==> config.mk <==
export PLATFORM = sky130hd
export DESIGN_NAME = svm_ram
export DESIGN_NICKNAME = d
export VERILOG_FILES = /design/src/rtl/svm_ram.sv
export SDC_FILE = /design/constraint.sdc
export NUM_CORES = 2
export LEC_CHECK = 0
export BUFFER_PORTS_ARGS = -buffer_cell sky130_fd_sc_hd__buf_2
export CELL_PAD_IN_SITES_DETAIL_PLACEMENT = 1
export CELL_PAD_IN_SITES_GLOBAL_PLACEMENT = 1
export CORE_MARGIN = 2
export CORE_UTILIZATION = 45
export DETAILED_ROUTE_END_ITERATION = 12
export PLACE_DENSITY = 0.73
export SYNTH_ARGS = -nofsm -noshare
export SYNTH_HDL_FRONTEND = slang
export SYNTH_SLANG_ARGS = --single-unit
==> constraint.sdc <==
create_clock -name clk_i -period 3.1 [get_ports clk_i]
set_input_delay 0.155 -clock clk_i [delete_from_list [all_inputs] [get_ports clk_i]]
set_output_delay 0.155 -clock clk_i [all_outputs]
set_load 0.1 [all_outputs]
==> src/rtl/svm_ram.sv <==
// ----------------------------------------------------------------------------
// svm_ram
// Generic single-port-write, single-port-read RAM with registered read data.
// ----------------------------------------------------------------------------
module svm_ram #(
  parameter int WIDTH = 8,
  parameter int DEPTH = 256
) (
  input  logic                     clk_i,
  input  logic                     we_i,
  input  logic [$clog2(DEPTH)-1:0] waddr_i,
  input  logic [WIDTH-1:0]         wdata_i,
  input  logic [$clog2(DEPTH)-1:0] raddr_i,
  output logic [WIDTH-1:0]         rdata_o
);

  logic [WIDTH-1:0] mem_q [DEPTH];

  always_ff @(posedge clk_i) begin
    if (we_i) begin
      mem_q[waddr_i] <= wdata_i;
    end
    rdata_o <= mem_q[raddr_i];
  end

endmodule

==> results_dict.tcl <==
set metrics [dict create \
    portBuffers 33 \
    p_leak_nw 29.0 \
    grt_pass1_wl_mm 310 \
    clockRootBuffer "clkbuf_16" \
    r2r.worst_path.cells 6 \
    power_frac_comb 0.055 \
    holdWs_ns 0.0510 \
    syn-instance-count 3733 \
    num_rows 154 \
    grt_max_degree 131 \
    drt_iter0_markers 4887 \
    synth-xor-area-share 0 \
    clock_power_share 0.411 \
    finClkSkew_ns 0.0349 \
    worstMarginPinSlew_ns 1.33 \
    ys_dominant_reg_cell "edfxtp_1" \
    insertion_delay_ns 0.84 \
    ant_nets 0 \
    cts_tree "yes" \
    synth_edf_count 2048 \
    syn-cell-area_mm2 0.0796 \
    ios 34 \
    place_hpwl_mm 135 \
    synth_top_family_by_area "multiplexers" \
    clkSinkCount 2056 \
    start_kind "flip-flop" \
    synth_nets 3759 \
    netlist.area_leader.share 0.773 \
    syn_area_per_cell_um2 21.3 \
    setup_viol 0 \
    hp-start "waddr_i[1]" \
    power_w 0.0575 \
    antenna_found_initial 10 \
    endpoint "rdata_o[0]" \
    final_common_cell "edfxtp_1" \
    synthMuxAreaShare 0.146 \
    gp_congestion 0.827 \
    regToRegEndpoint "rdata_o[0]" \
    drv_cap 0 \
    critical_path_class "reg -> reg" \
    layout-drive-gt1-share 0.281 \
    fp.dieW_um 424 \
    drtPass1Iterations 6 \
    relSlewSlack 0.106 \
    track_usage 0.239 \
    hold_class "in -> reg" \
    cts_buffers 202 \
    switchingPower_w 0.0126 \
    reg2reg_slack_ns 0.06 \
    switching_share 0.219 \
    yosys.cell_types.count 55 \
    finalHoldViolations 0 \
    drc 0 \
    vias 40800 \
    power_density_mw_per_mm2 627 \
    end_kind "flip-flop" \
    yosys.area_share.simple 0.0263 \
    finalCritPeriodShare 0.982 \
    arrival_ns 3.70 \
    layout_common_cells "edfxtp_1, mux4_2, buf_4, nor2_1, clkbuf_16" \
    status "complete, no violations" \
    viasPerCell 6.10 \
    slew_viol_final 0 \
    final_nets 4203 \
    core_mm2 0.176 \
    grt_overflow 0 \
    synth_area_leader_cell "edfxtp_1" \
    clk_pin_slew_worst_paths_ns 0.07 \
    crit_fanout 1 \
    fp.dieH_um 424 \
    setup_tns_ns 0 \
    routedWlPerCell_um 32.0 \
    p_int_w 0.0449 \
    cts_setup_buffers 0 \
    grt_pass1_vias 42900 \
    critical_path_required_ns 3.76 \
    rsz0062_at_grt "no" \
    die_area_mm2 0.180 \
    cts_htree_levels 4 \
    area_growth_pct 15.2 \
    ys_warn_count 0 \
    reg2reg_from "mem_q[101][0]" \
    clock_path_buffers 3 \
    layout_min_cycle_time_ns 3.04 \
    ys_seq_area_frac 0.775 \
    synth_compound_area_frac 0.0342 \
    async_flop_share 0 \
    drt_wl_total_mm 214 \
    floorplan.initialDensity 0.452 \
    synthAdderAreaFrac 0 \
    max_freq_mhz 329 \
    hold_depth 4 \
    crit_path_start "mem_q[101][0]" \
    ir_worst_vdd_mv 0.637 \
    power_frac_seq 0.534 \
    ys_top_cells_by_area "edfxtp_1, mux4_2, mux2i_1" \
    ys_ff_latch 2056 \
]
cell type report:
cell class | count | area [um2]
repair buffers | 473 | 4230
diodes | 5 | 12.5
clock buffers | 245 | 5270
fillers | 15500 | 84300
inverters | 2 | 7.51
flip-flops and latches | 2056 | 61700
multi-input cells | 1442 | 16500
well taps | 2340 | 2930
clock inverters | 124 | 1050
per-layer routing:
metal  vias up  track usage  share of wire
li1      16600            -              -
met1     21900        0.321           0.39
met2      1837        0.392           0.50
met3       396       0.0438          0.076
met4        12       0.0863          0.035
met5         -            0        0.00036
synth_stat cells, types with 10 or more instances:
cell,instances
clkbuf_1,111
a221oi_1,13
mux2i_1,134
nand4_1,10
buf_8,13
edfxtp_1,2048
mux4_2,454
a21oi_1,96
a22oi_1,133
buf_2,31
buf_1,22
nand2_1,33
o221ai_1,46
o22ai_1,28
nor2b_1,31
o211ai_1,10
nor3_1,22
buf_4,27
buf_6,21
a211oi_1,16
nand3_1,34
nor2_1,282
o21ai_0,10
nor4_1,24
cell families (layout without fill, tap and decap cells):
logic type             count (synthesis)  count (layout)
muxes                                591             591
DFF                                 2056            2056
buffers and inverters                235             844
other                                  0               5
AOI/OAI and AO/OA                    385             385
and+or+nand+nor                      466             466
through the flow:
step                      instances  cell area, um2  utilization  setup WS (ns)
after CTS                      6682           91600        0.521        0.00637
after global placement         6304           85200        0.484         -0.545
after global routing           6682           91600        0.521         0.0246
after detailed placement       6304           85200        0.484         -0.547
after floorplan                3733           79600            -           1.01
final                          6687           91700        0.521         0.0571
worst max-delay path, stage by stage, from the launching register on:
cell	delay [ns]
edfxtp_1	0.37
mux4_2	0.49
nor2b_1	0.16
a211oi_1	0.45
nor3_1	0.15
nor4_1	1.10
nor4_2	0.15
power groups by stage:
| stage | clock network (W) | logic, W | registers, W |
|---|---|---|---|
| after CTS | 0.0239 | 0.00316 | 0.0307 |
| after detailed placement | 0 | 0.00313 | 0.0313 |
| after global routing | 0.0248 | 0.00330 | 0.0307 |
| after floorplan | 0 | 0.00149 | 0.0314 |
| after global placement | 0 | 0.00304 | 0.0313 |
| final | 0.0236 | 0.00316 | 0.0307 |
registers in the layout (all words and copies together), names as in the netlist:
| signal | flops |
|---|---|
| rdata_o | 8 |
| mem_q | 2048 |
worst min path at each step:
stage          slack, ns             to
6_report            0.05  mem_q[163][6]
3_5_place_dp        0.74  mem_q[150][7]
3_3_place_gp        0.71  mem_q[151][7]
5_1_grt             0.06  mem_q[163][6]
4_1_cts             0.01  mem_q[163][6]
2_1_floorplan       0.25    mem_q[0][0]
what timing repair did:
item                                    in CTS  in global routing
hold endpoints to repair                   567                  0
endpoints found under the setup margin       0                  2
hold buffers                                 9                  0
gates resized for setup                      0                  2
Power figures use the tool's default switching activity.
